## src/rtl/hllcs_pkg.sv

```systemverilog
// hllcs_pkg: shared types and constants of the hyperloglog cardinality sketch
// no dependencies; used by the front, queue, back and top level rtl files and the bench
`timescale 1ns / 1ps

package hllcs_pkg;

    localparam int HASH_W   = 32;
    localparam int IDX_W    = 16;   // widest register index the block supports
    localparam int RANK_W   = 5;
    localparam int P_W      = 5;    // clamped precision, 4..15
    localparam int CFG_W    = 4;
    localparam int T_W      = 34;   // sum of 2^(cap-reg), at most 2^33
    localparam int NUM_W    = 48;
    localparam int DEN_W    = 32;
    localparam int DVD_W    = 128;
    localparam int DVS_W    = 64;
    localparam int Q_W      = 74;   // raw estimate in q40 stays below 2^74
    localparam int E_W      = 80;   // corrected estimate in q40
    localparam int X_W      = 72;   // log argument
    localparam int L_W      = 64;
    localparam int FRAC_W   = 50;
    localparam int LOG_STEPS = 50;
    localparam int Q_FRAC   = 40;

    localparam logic [CFG_W-1:0] PRECISION_RESET = 4'd10;
    localparam logic [P_W-1:0]   P_MIN           = 5'd4;
    localparam logic [P_W-1:0]   P_BIG           = 5'd7;

    localparam logic [13:0] ALPHA_BIG = 14'd7213;
    localparam logic [13:0] ALPHA_16  = 14'd673;
    localparam logic [13:0] ALPHA_32  = 14'd697;
    localparam logic [13:0] ALPHA_64  = 14'd709;
    localparam logic [DEN_W-1:0] DEN_SCALE = 32'd10000;
    localparam logic [DEN_W-1:0] DEN_OFFS  = 32'd10790;
    localparam logic [DEN_W-1:0] DEN_SMALL = 32'd1000;
    localparam logic [L_W-1:0]   LN2_Q64   = 64'hB17217F7D1CF79AB;
    localparam logic [6:0]       LARGE_BASE = 7'd72;

    typedef enum logic [1:0] {
        OP_INSERT   = 2'd0,
        OP_CLEAR    = 2'd1,
        OP_ESTIMATE = 2'd2
    } op_t;

    typedef struct packed {
        op_t               op;
        logic [IDX_W-1:0]  idx;
        logic [RANK_W-1:0] rank;
    } item_t;

    typedef struct packed {
        logic  full;
        logic  empty;
    } queue_status_t;

    typedef enum logic [3:0] {
        ST_INIT,
        ST_IDLE,
        ST_INS,
        ST_CLR,
        ST_SUM,
        ST_SUM_LAST,
        ST_DEN,
        ST_DIV,
        ST_RANGE,
        ST_NORM,
        ST_SQ,
        ST_SQ_DONE,
        ST_LN,
        ST_LN_DONE,
        ST_OUT
    } state_t;

endpackage

```

## src/rtl/hllcs_fifo.sv

```systemverilog
// hllcs_fifo: two-entry queue of classified transactions between front and back
// depends on hllcs_pkg
`timescale 1ns / 1ps

module hllcs_fifo (
    input  logic                     aclk,
    input  logic                     aresetn,
    input  logic                     push,
    input  hllcs_pkg::item_t         push_item,
    input  logic                     pop,
    output hllcs_pkg::item_t         head,
    output hllcs_pkg::queue_status_t status
);

    hllcs_pkg::item_t entry_reg [2];
    logic             wptr_reg, wptr_next;
    logic             rptr_reg, rptr_next;
    logic [1:0]       count_reg, count_next;

    always_ff @(posedge aclk) begin
        if (!aresetn) begin
            wptr_reg  <= 1'b0;
            rptr_reg  <= 1'b0;
            count_reg <= 2'd0;
        end else begin
            wptr_reg  <= wptr_next;
            rptr_reg  <= rptr_next;
            count_reg <= count_next;
        end
    end

    always_ff @(posedge aclk) begin
        if (push) begin
            entry_reg[wptr_reg] <= push_item;
        end
    end

    always_comb begin
        wptr_next  = push ? ~wptr_reg : wptr_reg;
        rptr_next  = pop ? ~rptr_reg : rptr_reg;
        count_next = count_reg + {1'b0, push} - {1'b0, pop};
    end

    assign head         = entry_reg[rptr_reg];
    assign status.full  = (count_reg == 2'd2);
    assign status.empty = (count_reg == 2'd0);

endmodule

```

## config.mk

```make
export PLATFORM = sky130hd
export DESIGN_NAME = hllcs_fifo
export DESIGN_NICKNAME = d
export VERILOG_FILES = /design/src/rtl/hllcs_pkg.sv /design/src/rtl/hllcs_fifo.sv
export SDC_FILE = /design/constraint.sdc
export NUM_CORES = 1
export LEC_CHECK = 0
export CAP_MARGIN = 20
export CORE_MARGIN = 10
export CORE_UTILIZATION = 25
export CTS_CLUSTER_SIZE = 10
export DETAILED_ROUTE_END_ITERATION = 16
export DONT_BUFFER_PORTS = 1
export PLACE_DENSITY_LB_ADDON = 0.15
export REMOVE_ABC_BUFFERS = 1
export SYNTH_ARGS = -nofsm -noshare
export SYNTH_HDL_FRONTEND = slang
export SYNTH_SLANG_ARGS = --single-unit
```

## constraint.sdc

```tcl
create_clock -name aclk -period 2.8 [get_ports aclk]
set_clock_uncertainty 0.2 [all_clocks]
set_input_delay 0.84 -clock aclk [delete_from_list [all_inputs] [get_ports aclk]]
set_output_delay 0.84 -clock aclk [all_outputs]
set_load 0.005 [all_outputs]
```

After elaboration in Yosys (flattened, before gate mapping)

Memories as Yosys holds them, arrays and structs flattened. A register that Yosys moved wholly into a read port is not among the register bits.
Index checks and enable logic that the tools add are counted.

Reductions and logical operators: 1
$add $sub $neg: 2
Multiplexer cells: 4
Equal/unequal tests: 1
Bitwise logic cells: 2

Operator list:

| operator           | count |
|---|---|
| $mux 1             | 4 |
| $add 2x1->2        | 1 |
| $eq 2x2->1 const B | 1 |
| $logic_not 2->1    | 1 |
| $not 1->1          | 2 |
| $sub 2x1->2        | 1 |

Memories: 1
Output and inout bits: 25
Input bits: 27
Bits in writable memories: 46
Register bits after elaboration: 4
Word-level logic and storage cells: 14

Memories:

| memory    | words | width | read ports | clocked after Yosys merged registers in | wr ports | RTL line         | text |
|---|---|---|---|---|---|---|---|
| entry_reg | 2     | 23    | 1          | 1                                       | 1        | hllcs_fifo.sv:15 | `hllcs_pkg::item_t entry_reg [2];` |

Depth between registers and ports, before layout

Word-level depth: 3
Depth in mapped cells: 6
Gate-level depth less buffers: 6

Least setup slack after synthesis

No wires, ideal clock.

Kind: input to register
Start point: in push
End point: mem entry_reg[0][0] in the netlist's numbering (enable)
Path buffers: 0
Slack: 259 ps
Arrival time: 1934 ps
Cell stages on the path: 1
Data required time: 2193 ps
Library setup time: 407 ps
Path through: nor2b_1

Longest elaborated chain between the ends: 2

Ends and longest elaborated chain:

| what                         | RTL line         | text |
|---|---|---|
| start: declaration           | hllcs_fifo.sv:8  | `input logic push,` |
| $mux 1                       | hllcs_fifo.sv:33 | `if (push) begin` |
| $mux 1 (not written as such) | hllcs_fifo.sv:34 | `entry_reg[wptr_reg] <= push_item;` |
| end: declaration             | hllcs_fifo.sv:15 |  |

No other way between the ends.

==> impl_summary.md <==
Critical path
The signal on the critical path passes through buf_4, mux2_2. The start-to-end type of the worst setup path is reg2out. Together, buffers and inverters on the worst path number 1. The maximum fanout along the worst path is 22. Broken down by cell family, the worst path's largest delay share belongs to multiplexers.

The largest single stage delay on the critical path is 410 ps. Data on the critical path arrives at its endpoint at ~1400 ps. At the worst endpoint, the required time is 1760 ps. The worst setup path is captured at an output port. STA classifies the critical path startpoint as a register. The largest individual stage delay along the critical path comes from the cell mux2_2.

Yosys
The number of warnings reported in the yosys synthesis log is 0. Of all cell types, the one taking the most synthesized area is edfxtp_1. The mean cell area of the mapped netlist is 20.5 µm². The most frequent cell after synthesis is edfxtp_1. The synthesized instance count is 92.

Sequential cells were found to cover 78.5% of the synthesized design area. The top cell type by area accounts for 73.2% of the synthesized area. For this run, asynchronously set or reset flops after synthesis account for 0%. Among all flip-flop cells after synthesis, the most frequent one is edfxtp_1. By count the netlist is led by edfxtp_1 (46), mux2_2 (23), dfxtp_1 (5). Counting flops and latches in the post-synthesis netlist gives 51. The mapped netlist covers 1890 µm². The number of different library cells in the post-synthesis netlist is 12.

In the post-synthesis netlist, the biggest area contributors are edfxtp_1 (73%), mux2_2 (14%), dfxtp_1 (5.3%). The number of enable flip-flop cells after synthesis is 46.

Detailed routing
The routed length per placed instance is 17.1 µm. The routed design has 3430 µm of wire. The count of unresolved DRC violations after routing is 0. The pre-antenna-repair detailed-routing pass consisted of 2 iterations. The via total after detailed routing is 788. The detailed router finished its first iteration with 20 violations. The average via count per standard cell is 3.94.

The final antenna-violating net count is 0.

Min path
The path class of the lowest-slack min-delay path is reg2reg.

Clock network
Clock-pin slew was measured on the worst setup and hold paths at around 90 ps. The later pin in the worst-skew pair is clocked with a latency of 290 ps. The root buffer cell is clkbuf_8. For this design, the sink count on the clock tree is 51.

In this run the post-CTS setup repair buffer count came out at 0. The clock buffer count from CTS is 5. The number of hold buffers added after CTS was 0. Gates resized during post-CTS repair numbered 0. The number of levels in the clock H-tree is 2. The clock tree from TritonCTS is yes. Counting along the longest clock path gives a buffer depth of 2.

STA
Headroom to the max-slew limit came out at 77.4%. The fmax is 418 MHz. Setup repair after global routing left no endpoint under its margin.

The tightest hold path in the finished design has a slack of 387 ps. Summed over all failing endpoints, the final setup total negative slack is 0 ps. The count of final setup violators is 0. The number of pins exceeding their max-slew limit in the final report is 0. The final hold violation count was 0. Setup slack closes at 405 ps. The routed design could run at a clock period as short as 2390 ps. After layout, the worst path uses 85.5% of the clock period. At the pin with the least slew margin, the transition time is 339 ps.

Pwr
Across the VDD grid, the largest voltage drop is 0.000293 V. In this run the power density over the cells is ~750 nW/µm². For this design the static power due to leakage is 0.000707 µW.

Floorplanning
The initial core utilization is roughly a quarter. The horizontal die dimension is 107 µm. The number of top-level design ports is 52. The number of core rows is 31. The die area is between 10000 and 15000 µm².

After floorplanning, the core was sized to cover between 7000 and 8000 µm². The floorplan step set the die height to between 100 and 150 µm.

Global route
The pin count of the biggest net entering global routing is 25. The met3 track demand over resource is between 4 and 5%. The via count of the first global-routing pass was just over 900.

The total overflow reported by the global router is 0. Global routing consumed, on the met2 layer, just over 10% of the routing resources. The routing layer with the top usage in global route is met2. The global-route met1 utilization is 5.56%. The number of antenna violations at the first check in global routing was 0.

The overall fraction of global-route tracks in use is 6.13%. The global-route wire length before repair is approximately 5200 µm.

Cells and area
Across the whole layout, storage elements account for around 1500 µm². Summing all multi-input logic gate instances after layout gives 379 µm². The repair_antennas step left the layout with diodes totalling 0.

The filler cell count is 750. Compared with the post-synthesis result, the final layout area differs by 13.7%. The utilization after layout is 29.4%. The post-route netlist has 33.7% of its cells at a drive strength greater than 1. In the final design database the tool counted roughly 130 nets.

The number of flip-flops in the largest register is 46. For this run, the number of standard cells in the final layout without fillers is 200.

Flow run
The total of max-cap violations is 0.

Place
The number of instances in the placed design is 192. In this run the tool buffered the top-level ports with 0 buffer cells. Routability-driven placement finished with a final weighted congestion of between 0.5 and 0.6. Detailed placement ended at an HPWL of 2410 µm. The setup slack at placement is 705 ps.

Run status
The run finished with clean final reports.
worst paths after layout:
kind / startpoint / to / slack (ps) / cells past startpoint
worst min register to register: rptr_reg$_SDFFE_PN0P_ / rptr_reg$_SDFFE_PN0P_ / 390 / 2
worst max-delay path: register / head[1] / 410 / 2
worst max register to register: count_reg[0]$_SDFF_PN0_ / count_reg[1]$_SDFF_PN0_ / 1340 / 6
worst min-delay path: rptr_reg$_SDFFE_PN0P_ / rptr_reg$_SDFFE_PN0P_ / 390 / 2
cell families (layout without fill, tap and decap cells):
| logic type | after synthesis | after routing | share of synthesized area, % |
|---|---|---|---|
| DFF | 51 | 51 | 78.5 |
| muxes | 23 | 23 | 13.7 |
| and+or+nand+nor | 9 | 9 | 2.85 |
| buffers and inverters | 4 | 13 | 1.59 |
| adders and majority gates | 2 | 2 | 1.33 |
| xor gates and xnor gates | 2 | 2 | 1.66 |
| AOI/OAI and AO/OA | 1 | 1 | 0.398 |
metrics by stage:
stage	power [µW]	instance area [µm²]
global route	1670	2150
global placement	1040	2010
floorplan	1010	1870
detailed placement	1040	2010
finish	1600	2150
CTS	1640	2150
where the power goes:
part           switching [µW]  total [µW]  internal (µW)
clock                     225         582            357
combinational            64.1         127           63.0
sequential               14.2         892            878
layout by cell type (no fill, tap or decap):
cell type	count
edfxtp_1	46
mux2_2	23
dfxtp_1	5
clkbuf_8	5
and2_1	4
nor2b_1	3
buf_4	3
inv_1	2
ha_1	2
bufinv_16	2
nor2_1	1
xor2_1	1
nor2b_2	1
o21a_1	1
xnor3_1	1
clkbuf_1	1
worst min-delay path: stages (launching register included):
cell and delay [ps]:
dfxtp_1 330, xor2_1 70, and2_1 140
per-layer routing:
layer,wire length (µm),up-vias
met5,0,-
met4,32,0
met3,522,4
met2,1700,34
met1,1170,390
li1,-,360
layout make-up:
| cell class | count | share of cell area [%] |
|---|---|---|
| Clock buffer | 6 | 3.38 |
| Clock inverter | 2 | 2.80 |
| Inverter | 2 | 0.350 |
| Multi-Input combinational cell | 37 | 17.7 |
| Sequential cell | 51 | 69.0 |
| Tap cell | 99 | 5.77 |
| Timing Repair Buffer | 3 | 1.05 |
Power figures use the tool's default switching activity.
