### config.mk
export PLATFORM = sky130hd
export DESIGN_NAME = hllcs_front
export DESIGN_NICKNAME = d
export VERILOG_FILES = /design/src/rtl/hllcs_pkg.sv /design/src/rtl/hllcs_front.sv
export SDC_FILE = /design/constraint.sdc
export NUM_CORES = 1
export LEC_CHECK = 0
export BUFFER_PORTS_ARGS = -buffer_cell sky130_fd_sc_hd__buf_2
export CAP_MARGIN = 30
export CORE_UTILIZATION = 64
export DETAILED_ROUTE_END_ITERATION = 8
export PLACE_DENSITY = 0.95
export SLEW_MARGIN = 20
export SYNTH_ARGS = -nofsm -noshare
export SYNTH_HDL_FRONTEND = slang
export SYNTH_SLANG_ARGS = --single-unit
### constraint.sdc
create_clock -name vclk -period 12.8
set_clock_uncertainty 0.1 [all_clocks]
set_input_delay 2.56 -clock vclk [all_inputs]
set_output_delay 2.56 -clock vclk [all_outputs]
set_load 0.01 [all_outputs]
### src/rtl/hllcs_pkg.sv
// hllcs_pkg: shared types and constants of the hyperloglog cardinality sketch
// no dependencies; used by the front, queue, back and top level rtl files and the bench
`timescale 1ns / 1ps

package hllcs_pkg;

    localparam int HASH_W   = 32;
    localparam int IDX_W    = 16;   // widest register index the block supports
    localparam int RANK_W   = 5;
    localparam int P_W      = 5;    // clamped precision, 4..15
    localparam int CFG_W    = 4;
    localparam int T_W      = 34;   // sum of 2^(cap-reg), at most 2^33
    localparam int NUM_W    = 48;
    localparam int DEN_W    = 32;
    localparam int DVD_W    = 128;
    localparam int DVS_W    = 64;
    localparam int Q_W      = 74;   // raw estimate in q40 stays below 2^74
    localparam int E_W      = 80;   // corrected estimate in q40
    localparam int X_W      = 72;   // log argument
    localparam int L_W      = 64;
    localparam int FRAC_W   = 50;
    localparam int LOG_STEPS = 50;
    localparam int Q_FRAC   = 40;

    localparam logic [CFG_W-1:0] PRECISION_RESET = 4'd10;
    localparam logic [P_W-1:0]   P_MIN           = 5'd4;
    localparam logic [P_W-1:0]   P_BIG           = 5'd7;

    localparam logic [13:0] ALPHA_BIG = 14'd7213;
    localparam logic [13:0] ALPHA_16  = 14'd673;
    localparam logic [13:0] ALPHA_32  = 14'd697;
    localparam logic [13:0] ALPHA_64  = 14'd709;
    localparam logic [DEN_W-1:0] DEN_SCALE = 32'd10000;
    localparam logic [DEN_W-1:0] DEN_OFFS  = 32'd10790;
    localparam logic [DEN_W-1:0] DEN_SMALL = 32'd1000;
    localparam logic [L_W-1:0]   LN2_Q64   = 64'hB17217F7D1CF79AB;
    localparam logic [6:0]       LARGE_BASE = 7'd72;

    typedef enum logic [1:0] {
        OP_INSERT   = 2'd0,
        OP_CLEAR    = 2'd1,
        OP_ESTIMATE = 2'd2
    } op_t;

    typedef struct packed {
        op_t               op;
        logic [IDX_W-1:0]  idx;
        logic [RANK_W-1:0] rank;
    } item_t;

    typedef struct packed {
        logic  full;
        logic  empty;
    } queue_status_t;

    typedef enum logic [3:0] {
        ST_INIT,
        ST_IDLE,
        ST_INS,
        ST_CLR,
        ST_SUM,
        ST_SUM_LAST,
        ST_DEN,
        ST_DIV,
        ST_RANGE,
        ST_NORM,
        ST_SQ,
        ST_SQ_DONE,
        ST_LN,
        ST_LN_DONE,
        ST_OUT
    } state_t;

endpackage

### src/rtl/hllcs_front.sv
// hllcs_front: takes input transactions, drops unused opcodes and works out
// register index and rank of inserts; depends on hllcs_pkg
`timescale 1ns / 1ps

module hllcs_front (
    input  logic                          s_valid,
    output logic                          s_ready,
    input  logic [1:0]                    s_opcode,
    input  logic [hllcs_pkg::HASH_W-1:0]  s_hash_value,
    input  logic [hllcs_pkg::P_W-1:0]     p_eff,
    input  logic                          accept_en,
    input  hllcs_pkg::queue_status_t      q_status,
    output logic                          push,
    output hllcs_pkg::item_t              item
);

    logic [5:0]                       restw;
    logic [5:0]                       cap;
    logic [hllcs_pkg::HASH_W-1:0]     rest;
    logic [hllcs_pkg::HASH_W-1:0]     shifted;
    logic [4:0]                       tz;
    logic                             op_ok;

    always_comb begin
        restw   = 6'd32 - {1'b0, p_eff};
        cap     = 6'd33 - {1'b0, p_eff};
        rest    = s_hash_value & 32'((33'd1 << restw) - 33'd1);
        shifted = s_hash_value >> restw;
        // lowest set bit of the bits below the index
        tz = 5'd0;
        for (int i = 31; i >= 0; i--) begin
            if (rest[i]) begin
                tz = 5'(i);
            end
        end
        item.idx  = shifted[hllcs_pkg::IDX_W-1:0];
        item.rank = (rest == '0) ? cap[4:0] : tz + 5'd1;
        case (s_opcode)
            hllcs_pkg::OP_INSERT: begin
                item.op = hllcs_pkg::OP_INSERT;
                op_ok   = 1'b1;
            end
            hllcs_pkg::OP_CLEAR: begin
                item.op = hllcs_pkg::OP_CLEAR;
                op_ok   = 1'b1;
            end
            hllcs_pkg::OP_ESTIMATE: begin
                item.op = hllcs_pkg::OP_ESTIMATE;
                op_ok   = 1'b1;
            end
            default: begin
                item.op = hllcs_pkg::OP_INSERT;
                op_ok   = 1'b0;
            end
        endcase
        s_ready = accept_en & ~q_status.full;
        push    = s_valid & s_ready & op_ok;
    end

endmodule

# Word level (Yosys, flattened, before mapping)
# Index checks and enable logic that the tools add are counted.
dict set report totals {
  wordCells 51
  in_bits 43
  register_bits 0
}
dict set report classes {
  n_shift 2
  n_addsub 4
  mux 35
  n_reduce_logical 3
  n_eq_ne 2
  bitwise 5
}
# op n
set op_table {}
lappend op_table {{5-bit 2-to-1 mux} 33}
lappend op_table {{32-bit AND} 1}
lappend op_table {{32-bit logical NOT} 1}
lappend op_table {{1-bit by 6-bit left shift with 32-bit output (first input constant)} 1}
lappend op_table {{32-bit by 6-bit right shift with 16-bit output} 1}
lappend op_table {{32-bit by 1-bit subtractor with 32-bit output (second input constant)} 1}
lappend op_table {{6-bit by 5-bit subtractor with 6-bit output (first input constant)} 1}
lappend op_table {{5-bit by 1-bit adder with 5-bit output (second input constant)} 1}
lappend op_table {{1-bit by 5-bit subtractor with 5-bit output (first input constant)} 1}
lappend op_table {{2-bit case mux with 2 select lines} 1}
lappend op_table {{1-bit AND} 3}
lappend op_table {{3-bit OR reduction} 1}
lappend op_table {{2-bit by 1-bit == test with 1-bit output (second input constant)} 1}
lappend op_table {{2-bit == test (second input constant)} 1}
lappend op_table {{2-bit logical NOT} 1}
lappend op_table {{1-bit 2-to-1 mux} 1}
lappend op_table {{1-bit NOT} 1}

# Longest topological paths before layout
# Gate-level depths: netlist (run 1).
dict set report depth {
  ltp_word 38
  mapped_depth 21
  depth_no_buf 19
}

# Worst setup path before layout (run 1)
# No wires, ideal clock.
dict set report synth_path {
  path_kind {in2out}
  start {input port p_eff[0] in the netlist's numbering}
  end {output port item[4] in the netlist's numbering}
  arrival_ps 7026
  required_ps 10140
  slack_ps 3114
  cell_stages 20
  cell_sequence {buf_6 -> clkbuf_1 -> inv_1 -> ha_1 -> xor2_1 -> buf_2 -> buf_1 -> nand4_1 -> ha_1 -> or3b_2 -> a21oi_1 -> o21ai_0 -> and2_1 -> o21ai_0 -> a211oi_1 -> a211o_1 -> o211a_1 -> ha_1 -> a21o_1 -> a211oi_1}
}
# item line_no
set synth_lines {}
lappend synth_lines {{start: declaration} hllcs_front.sv:10} ;# input logic [hllcs_pkg::P_W-1:0] p_eff,
lappend synth_lines {{end: declaration} hllcs_front.sv:14} ;# output hllcs_pkg::item_t item

==> results.txt, run 1 <==
----------------------------------------------------
[Layout]
  Final net count ... 617
  Final standard cell area without fillers ... 3905 um^2
  Clock buffer cells ... 0
  Antenna fix cells ... 0
  Fill cell count ... 427
  Count of flip-flops and latches ... 0
  Share of the core filled with cells in the final layout ... 0.7456
  Ratio of cells with drive above 1 in the final layout ... 0.2057
  P&R area growth vs syn ... 9.663%
  Storage cell area ... 0 um^2

[Critical path]
  Cell type group with the largest total delay on the critical path ... compound AO/OA/AOI/OAI gates
  Worst Path Class, Setup ... in2out
  Endpoint kind of the worst setup timing path ... output pin
  Maximum fanout along the worst path ... 21
  Maximum single-stage delay on the critical path ... 0.61 ns
  Crit path max-delay cell type ... or3_1
  Type of origin of the critical path ... input port
  Worst Path Buf+Inv ... 3
  Critical Path AT ... 7.72 ns
  Critical path cell sequence ... buf_2 -> inv_1 -> ha_1 -> or3_1 -> nor2_1 -> mux2i_1 -> a211oi_2 -> and4_1 -> nor3_1 -> o311ai_0 -> a211oi_1 -> a211o_1 -> o211a_1 -> ha_1 -> a21o_1 -> a211oi_1 -> buf_2
  Required time reported for the critical path endpoint ... 10.14 ns

[Global route]
  Number of global-route vias before repair ... 3975
  First-pass GRT wire length ... 19570 um
  Antenna violations before repair ... 0
  Residual overflow from global routing ... 0
  Largest net degree at the start of global routing ... 49
  Overall Global Routing Usage ... 0.4104

[Floorplanning]
  I/O pins ... 68
  Core area ... 5238 um^2
  Floorplan die area ... 5866 um^2
  Core Rows ... 26
  Die Wd ... 76.59 um
  Initial cell density of the core ... 0.6799
  Die Span Y ... 76.59 um

[STA]
  Highest clock frequency the design can meet ... 96.37 MHz
  Final min period ... 10.38 ns
  Total negative slack for setup checks ... 0 ns
  Count of final hold-check violations ... 0
  Count of final max-slew check failures ... 0
  Unrepaired setup endpoints after global routing ... false
  Slew of the pin with the lowest slew margin ... 0.9645 ns
  Tightest slew margin relative to the limit ... 0.3520
  Final worst-path cycle share ... 0.8107
  Setup-violating endpoint count in the final report ... 0

[Detailed routing]
  Final ANT Viol Nets ... 0
  Detailed-route vias per instance ... 7.054
  Detailed-route DRC error count ... 0
  Final routed wirelength across all metal layers ... 12320 um
  DR WL/cell ... 19.44 um
  Iter 0 DRT Violations ... 396
  Routed vias ... 4472
  Count of TritonRoute iterations in the first routing pass ... 6

[Yosys]
  Post-synthesis cell type with the largest combined area ... mux2i_1
  Unique masters post-synth ... 74
  Most area-consuming cells after synthesis ... mux2i_1 (13%), mux4_2 (8.9%), nand2_1 (7.1%), a21oi_1 (5.6%), nor2_1 (5.1%)
  Proportion of netlist area held by the largest area contributor ... 0.1265
  Mean instance size in the synthesized netlist ... 6.706 um^2
  Mapped Nets ... 582
  Post-synth design cell area ... 3561 um^2
  Sequential cell area fraction in the yosys report ... 0
  Synth Warn # ... 0
  Number of cells produced by synthesis ... 531

[Clock tree]
  Number of buffers added to fix hold violations after cts ... 0
  Total of cells resized after clock tree synthesis ... 0
  Number of post-CTS setup repair buffers ... 0

[Placement]
  Number of buffer cells added on primary ports ... 67
  Placed wire-length estimate ... 9650 um
  Weighted congestion at the end of routability-driven global placement ... 1.013
  Post-detailed-placement cell area ... 3885 um^2

[Power]
  Pleak ... 1.693 nW
  Maximum VDD drop ... 0.03485 mV
  Pwr Density ... 58.29 nW/um^2

[Min path]
  Hold endpoint ... s_ready
  Hold Crit Class ... in2out
  Launch instance of the worst min-delay path ... q_status[1]
  Worst hold path cell count ... 3

[Job]
  Number of violations of the max-capacitance limit ... 0

[Run status]
  Status ... complete, no violations

----------------------------------------------------
[worst max-delay path by stage]
stage / from / to / cells past startpoint
6_report: p_eff[0] / item[4] / 17
2_1_floorplan: p_eff[0] / item[4] / 20
3_3_place_gp: p_eff[0] / item[4] / 17
4_1_cts: p_eff[0] / item[4] / 17
5_1_grt: p_eff[0] / item[4] / 17
3_5_place_dp: p_eff[0] / item[4] / 17
[placed cells by master (no fill, tap or decap), types with 3 or more instances in the layout]
master / netlist / final
or2_2: 3 / 3
a31oi_1: 6 / 6
o211a_1: 3 / 3
mux2_2: 5 / 5
mux4_2: 14 / 14
nand4_1: 7 / 7
ha_1: 8 / 8
buf_2: 10 / 67
nand3_1: 32 / 32
a21o_1: 7 / 7
inv_1: 4 / 4
a21boi_1: 3 / 3
xor2_1: 5 / 4
mux2i_1: 45 / 45
and3_1: 7 / 7
nand2_1: 67 / 67
a21boi_0: 4 / 4
nor2b_1: 15 / 15
nor2_1: 48 / 48
and2_1: 12 / 12
o21ai_0: 25 / 25
xnor2_1: 8 / 7
nor3_1: 21 / 21
a21oi_1: 40 / 40
nand2b_1: 11 / 11
o21ai_1: 3 / 3
o21bai_1: 3 / 3
or3_1: 7 / 7
o31ai_1: 3 / 3
a211oi_1: 19 / 19
buf_4: 0 / 5
o211ai_1: 5 / 5
xnor2_2: 3 / 4
[through the flow]
stage	std cells	worst slack [ns]	hold slack, ns	total power, W
floorplan	531	3.114	5.066	0.0001609
global placement	632	1.919	5.258	0.0002136
detailed placement	633	1.889	5.260	0.0002198
CTS	633	1.880	5.260	0.0002205
global route	634	2.129	5.281	0.0002433
finish	634	2.424	5.258	0.0002276
[cell usage after synthesis, drive strengths merged, types with 8 or more instances]
| master | number |
|---|---|
| nand2 | 67 |
| nor2 | 48 |
| mux2i | 45 |
| a21oi | 40 |
| nand3 | 32 |
| o21ai | 28 |
| clkbuf | 22 |
| nor3 | 22 |
| a211oi | 20 |
| buf | 19 |
| nor2b | 15 |
| mux4 | 14 |
| and2 | 12 |
| nand2b | 11 |
| xnor2 | 11 |
| ha | 8 |
| nand4 | 8 |
[per-layer routing]
layer  share of wire  wire, um  global-route usage
met5               0         0                   0
met1            0.39      4745              0.5185
met4           0.054       666              0.1942
met2            0.46      5729              0.7045
met3           0.096      1181             0.02994
[kinds of logic (layout without fill, tap and decap cells)]
group,Yosys count,after routing,synth area share
buffers and inverters,46,79,0.05411
xor gates and xnor gates,16,16,0.04568
muxes,64,64,0.2308
and+or+nand+nor,251,251,0.3623
AOI/OAI and AO/OA,146,146,0.2790
adders and majority gates,8,8,0.02811
[report_power, final]
| part | internal [W] | switching [W] | leakage [nW] | total [W] |
|---|---|---|---|---|
| Sequential | 0 | 0 | 0 | 0 |
| Combinational | 0.0000906 | 0.000137 | 1.69 | 0.000228 |
| Clock | 0 | 0 | 0 | 0 |
| Total | 0.0000906 | 0.000137 | 1.69 | 0.000228 |
[cell type report]
cell class / instances / area, um^2 / share of cell area
Multi-Input combinational cell: 485 / 3395 / 0.8693
Timing Repair Buffer: 74 / 404.1 / 0.1035
Tap cell: 70 / 87.58 / 0.02243
Inverter: 5 / 18.77 / 0.004806
[worst min-delay path: stages]
cell and delay [ns]:
buf_2 0.07, nor2b_1 0.04, buf_2 0.13
No activity file was read; power rests on OpenSTA's default activity.
==> run 2, diff against run 1 <==
--- a/config.mk
+++ b/config.mk
@@ -7,9 +7,9 @@
 export LEC_CHECK = 0
 export BUFFER_PORTS_ARGS = -buffer_cell sky130_fd_sc_hd__buf_2
 export CAP_MARGIN = 30
-export CORE_UTILIZATION = 64
+export CORE_UTILIZATION = 60
 export DETAILED_ROUTE_END_ITERATION = 8
-export PLACE_DENSITY = 0.95
+export PLACE_DENSITY = 0.91
 export SLEW_MARGIN = 20
 export SYNTH_ARGS = -nofsm -noshare
 export SYNTH_HDL_FRONTEND = slang
==> constraint.sdc (replaced) <==
create_clock -name vclk -period 9.6
set_clock_uncertainty 0.1 [all_clocks]
set_input_delay 1.92 -clock vclk [all_inputs]
set_output_delay 1.92 -clock vclk [all_outputs]
set_load 0.01 [all_outputs]
==> run 2 against run 1 <==
Compared with the run above:
- combinational power increased by 33%
- first-iteration DRC count increased by 2.3%
- final cell count increased by 0.95%
- via count decreased by 0.31%
- worst setup slack got worse by 1.8 ns
- flip-flop and latch count unchanged
- die area increased by 6.5%
- core utilization decreased by 4.7 points
- non-clock buffer count increased by 4
- hold slack got worse by 1.3 ns
- highest routed layer unchanged
==> results.txt, run 2 (synthesized netlist as in run 1, its figures left out) <==
----------------------------------------------------
[Run status]
  Status ... complete, no violations

[Power]
  Pleak ... 1.708 nW
  P_sw ... 0.0001834 W
  Proportion of power drawn by combinational gates ... 1.000
  Maximum VDD drop ... 0.05131 mV
  Clk pwr share ... 0
  Cell-internal power ... 0.0001208 W
  Switching part of the total power ... 0.6028
  Flop pwr share ... 0
  Pwr Density ... 77.62 nW/um^2

[STA]
  Count of final max-slew check failures ... 0
  Total negative slack for setup checks ... 0 ns
  Worst path setup slack after routing ... 0.6653 ns
  Count of final hold-check violations ... 0
  Final min period ... 8.935 ns
  Unrepaired setup endpoints after global routing ... false
  Setup-violating endpoint count in the final report ... 0
  Slew of the pin with the lowest slew margin ... 0.8336 ns
  Highest clock frequency the design can meet ... 111.9 MHz
  Final worst-path cycle share ... 0.9307
  Tightest slew margin relative to the limit ... 0.4415

[Layout]
  Commonest non-fill, non-tap cells in the layout ... buf_2 (68), nand2_1 (67), nor2_1 (48)
  Fill cell count ... 500
  Final standard cell area without fillers ... 3919 um^2
  Clock buffer cells ... 0
  Most common library cell in the layout ignoring fill and taps ... buf_2
  Area of combinational cells with multiple inputs ... 3395 um^2
  Final net count ... 621
  Ratio of cells with drive above 1 in the final layout ... 0.2113
  Antenna fix cells ... 0
  Count of flip-flops and latches ... 0
  P&R area growth vs syn ... 10.05%
  Storage cell area ... 0 um^2

[Min path]
  Hold Crit Class ... in2out
  Launch instance of the worst min-delay path ... q_status[1]
  Hold endpoint ... s_ready
  Worst hold path cell count ... 3

[Global route]
  Number of global-route vias before repair ... 3982
  Largest net degree at the start of global routing ... 46
  Overall Global Routing Usage ... 0.4087
  First-pass GRT wire length ... 20040 um
  Residual overflow from global routing ... 0
  Antenna violations before repair ... 0

[Critical path]
  Critical Path AT ... 6.91 ns
  Most frequent cell on the critical path ... ha_1
  Worst Path Class, Setup ... in2out
  Critical path cell sequence ... buf_2 -> inv_1 -> ha_1 -> nand2b_1 -> o21ai_1 -> nand2_1 -> nand4_1 -> ha_1 -> o31ai_2 -> a211oi_2 -> and4_1 -> nor3_1 -> o311ai_0 -> a211oi_1 -> a211o_1 -> o211a_1 -> ha_1 -> a21o_1 -> a211oi_1 -> buf_2
  Endpoint kind of the worst setup timing path ... output pin
  Required time reported for the critical path endpoint ... 7.58 ns
  Crit path max-delay cell type ... a211oi_2
  Type of origin of the critical path ... input port
  Maximum fanout along the worst path ... 7
  Worst Path Buf+Inv ... 3
  Maximum single-stage delay on the critical path ... 0.56 ns
  Cell type group with the largest total delay on the critical path ... compound AO/OA/AOI/OAI gates

[Floorplanning]
  I/O pins ... 68
  Core Rows ... 27
  Die Wd ... 79.04 um
  Die Span Y ... 79.04 um
  Floorplan die area ... 6247 um^2
  Core area ... 5608 um^2
  Initial cell density of the core ... 0.6350

[Detailed routing]
  Routed vias ... 4458
  Final routed wirelength across all metal layers ... 12710 um
  DR WL/cell ... 19.85 um
  Iter 0 DRT Violations ... 405
  Detailed-route vias per instance ... 6.966
  Final ANT Viol Nets ... 0
  Detailed-route DRC error count ... 0
  Count of TritonRoute iterations in the first routing pass ... 5

[Clock tree]
  Number of post-CTS setup repair buffers ... 0
  Total of cells resized after clock tree synthesis ... 0
  Number of buffers added to fix hold violations after cts ... 0

[Placement]
  Post-placement worst setup slack ... 0.7261 ns
  Placed wire-length estimate ... 10010 um
  Weighted congestion at the end of routability-driven global placement ... 0.9984
  Post-detailed-placement cell area ... 3914 um^2
  Number of buffer cells added on primary ports ... 67

[Job]
  Number of violations of the max-capacitance limit ... 0

----------------------------------------------------
-- run 2: power groups by stage --
stage               registers (W)  clock network (W)  logic, W
finish                          0                  0  0.000304
global placement                0                  0  0.000290
global route                    0                  0  0.000329
detailed placement              0                  0  0.000296
floorplan                       0                  0  0.000215
CTS                             0                  0  0.000297
-- run 2: area by class of cell --
cell class         instances  area share
repair buffers            78      0.1060
inverters                  5    0.004789
multi-input cells        485      0.8662
well taps                 72     0.02299
-- run 2: per-layer routing --
layer	GRT usage	vias up	routed length, um
li1	-	2069	-
met1	0.5336	2090	5232
met2	0.7000	262	5926
met3	0.02759	37	1060
met4	0.1545	0	487
met5	0	-	0
-- run 2: worst max path at each step --
stage	from	endpoint	slack (ns)	cells after the start
3_3_place_gp	p_eff[0]	item[4]	0.80	20
5_1_grt	p_eff[0]	item[4]	0.31	20
6_report	p_eff[0]	item[4]	0.67	20
3_5_place_dp	p_eff[0]	item[4]	0.73	20
4_1_cts	p_eff[0]	item[4]	0.72	20
2_1_floorplan	p_eff[0]	item[4]	1.19	20
-- run 2: through the flow --
stage,hold slack (ns),util,cells,total power [W]
2_1_floorplan,3.786,-,531,0.0002146
3_3_place_gp,3.977,0.6979,639,0.0002898
3_5_place_dp,3.986,0.6979,639,0.0002958
4_1_cts,3.987,0.6979,639,0.0002966
5_1_grt,3.989,0.6988,640,0.0003289
6_report,3.984,0.6988,640,0.0003042
==> run 3, diff against run 2 <==
--- a/config.mk
+++ b/config.mk
@@ -10,6 +10,8 @@
 export CORE_UTILIZATION = 60
 export DETAILED_ROUTE_END_ITERATION = 8
 export PLACE_DENSITY = 0.91
+export SETUP_SLACK_MARGIN = 0.4
+export SKIP_LAST_GASP = 1
 export SLEW_MARGIN = 20
 export SYNTH_ARGS = -nofsm -noshare
 export SYNTH_HDL_FRONTEND = slang
==> constraint.sdc (replaced) <==
create_clock -name vclk -period 8.9
set_clock_uncertainty 0.1 [all_clocks]
set_input_delay 1.78 -clock vclk [all_inputs]
set_output_delay 1.78 -clock vclk [all_outputs]
set_load 0.01 [all_outputs]
==> run 3 against run 2 <==
Compared with the run above:
- first-iteration DRC count down 8.1%
- core utilization up 1.6 points
- flip-flop and latch count unchanged
- count of clock-buffer cells in the layout unchanged
- final cell count up 1.3%
- die area unchanged
- via count up 1.7%
- largest cell class unchanged
- highest routed layer unchanged
==> results.txt, run 3 (synthesized netlist as in run 1, its figures left out) <==
----------------------------------------------------
[STA]
  Highest clock frequency the design can meet ... 120.9 MHz
  Tightest slew margin relative to the limit ... 0.4512
  Worst hold margin ... 3.702 ns
  Slew of the pin with the lowest slew margin ... 0.8192 ns
  Setup-violating endpoint count in the final report ... 0
  Total negative slack for setup checks ... 0 ns
  Count of final max-slew check failures ... 0
  Count of final hold-check violations ... 0
  Unrepaired setup endpoints after global routing ... false
  Final min period ... 8.269 ns
  Final worst-path cycle share ... 0.9291

[Power]
  Pwr Density ... 84.17 nW/um^2
  Maximum VDD drop ... 0.05330 mV
  Pleak ... 1.752 nW

[Global route]
  Antenna violations before repair ... 0
  Residual overflow from global routing ... 0
  Largest net degree at the start of global routing ... 44
  First-pass GRT wire length ... 20540 um
  Number of global-route vias before repair ... 4148
  Overall Global Routing Usage ... 0.4133

[Floorplanning]
  Initial cell density of the core ... 0.6350
  Core area ... 5608 um^2
  Die Span Y ... 79.04 um
  Floorplan die area ... 6247 um^2
  Core Rows ... 27
  I/O pins ... 68
  Die Wd ... 79.04 um

[Placement]
  Number of buffer cells added on primary ports ... 67
  Placed wire-length estimate ... 10170 um
  Weighted congestion at the end of routability-driven global placement ... 0.9819

[Detailed routing]
  Top routing layer used ... met4
  Met1 wire length ... 5181 um
  Final ANT Viol Nets ... 0
  Routed vias ... 4533
  Count of TritonRoute iterations in the first routing pass ... 5
  Met3 layer wire length in the routed design ... 1063 um
  DR WL/cell ... 19.94 um
  Iter 0 DRT Violations ... 372
  Final routed wirelength across all metal layers ... 12920 um
  Detailed-route vias per instance ... 6.995
  Detailed-route DRC error count ... 0
  Met2 wirelength from detailed routing ... 5880 um

[Critical path]
  Worst Path Class, Setup ... in2out
  Worst Path Buf+Inv ... 3
  Maximum single-stage delay on the critical path ... 0.41 ns
  Endpoint kind of the worst setup timing path ... output pin
  Critical Path AT ... 6.39 ns
  Crit path max-delay cell type ... a211oi_1
  Cell type group with the largest total delay on the critical path ... compound AO/OA/AOI/OAI gates
  Maximum fanout along the worst path ... 8
  Required time reported for the critical path endpoint ... 7.02 ns
  Critical path cell sequence ... buf_2 -> inv_1 -> ha_2 -> nor3b_4 -> nand3b_1 -> nand2_2 -> nand4_1 -> ha_1 -> o31ai_2 -> nor3_4 -> and2_1 -> a211oi_1 -> nand4_1 -> o21a_1 -> a211o_1 -> o211a_1 -> ha_1 -> a21o_1 -> a211oi_1 -> buf_2
  Type of origin of the critical path ... input port

[Layout]
  Clock buffer cells ... 0
  Share of the core filled with cells in the final layout ... 0.7144
  P&R area growth vs syn ... 12.51%
  Commonest non-fill, non-tap cells in the layout ... buf_2 (67), nand2_1 (66), nor2_1 (48)
  Count of flip-flops and latches ... 0
  Ratio of cells with drive above 1 in the final layout ... 0.2274
  Storage cell area ... 0 um^2
  Most common library cell in the layout ignoring fill and taps ... buf_2
  Antenna fix cells ... 0
  Final net count ... 629

[Clock tree]
  Number of buffers added to fix hold violations after cts ... 0

[Job]
  Number of violations of the max-capacitance limit ... 0

[Min path]
  Hold endpoint ... s_ready
  Worst hold path cell count ... 3
  Launch instance of the worst min-delay path ... q_status[1]
  Hold Crit Class ... in2out

[Run status]
  Status ... complete, no violations

----------------------------------------------------
==> run 3: where the power goes <==
| group | total [W] | leakage [nW] | internal, W | switching [W] |
|---|---|---|---|---|
| registers | 0 | 0 | 0 | 0 |
| clock network | 0 | 0 | 0 | 0 |
| logic | 0.000337 | 1.75 | 0.000137 | 0.000200 |
==> run 3: worst max-delay path by stage <==
stage,start,slack (ns),to,depth (start not counted)
2_1_floorplan,p_eff[0],0.77,item[4],20
3_3_place_gp,p_eff[1],0.44,item[4],20
4_1_cts,p_eff[1],0.45,item[4],20
3_5_place_dp,p_eff[1],0.43,item[4],20
5_1_grt,p_eff[1],0.37,item[4],21
6_report,p_eff[1],0.63,item[4],20
==> run 3: area by class of cell <==
class,count,area [um^2]
multi-input cells,485,3416
fillers,501,1602
repair buffers,86,481.7
well taps,72,90.09
inverters,5,18.77
==> run 3: per-stage QoR <==
stage | instance area (um^2) | worst slack, ns | instances | power, W
final | 4006 | 0.6311 | 648 | 0.0003372
after global routing | 4006 | 0.3653 | 648 | 0.0003632
after CTS | 3969 | 0.4542 | 644 | 0.0003245
after detailed placement | 3955 | 0.4285 | 644 | 0.0003217
after global placement | 3944 | 0.4372 | 643 | 0.0003150
after floorplan | 3561 | 0.7743 | 531 | 0.0002314
==> run 3: repair_timing <==
| item | CTS | global route |
|---|---|---|
| gates resized for setup | 2 | 4 |
| hold endpoints to repair | 0 | 0 |
| setup endpoints to repair | 1 | 3 |
| setup buffers | 0 | 4 |
| pin swaps | 0 | 2 |
==> run 3: metal layers <==
metal,vias to the layer above,global-route usage
met4,0,0.2255
li1,2090,-
met3,59,0.04138
met2,272,0.6828
met1,2112,0.5252
met5,-,0
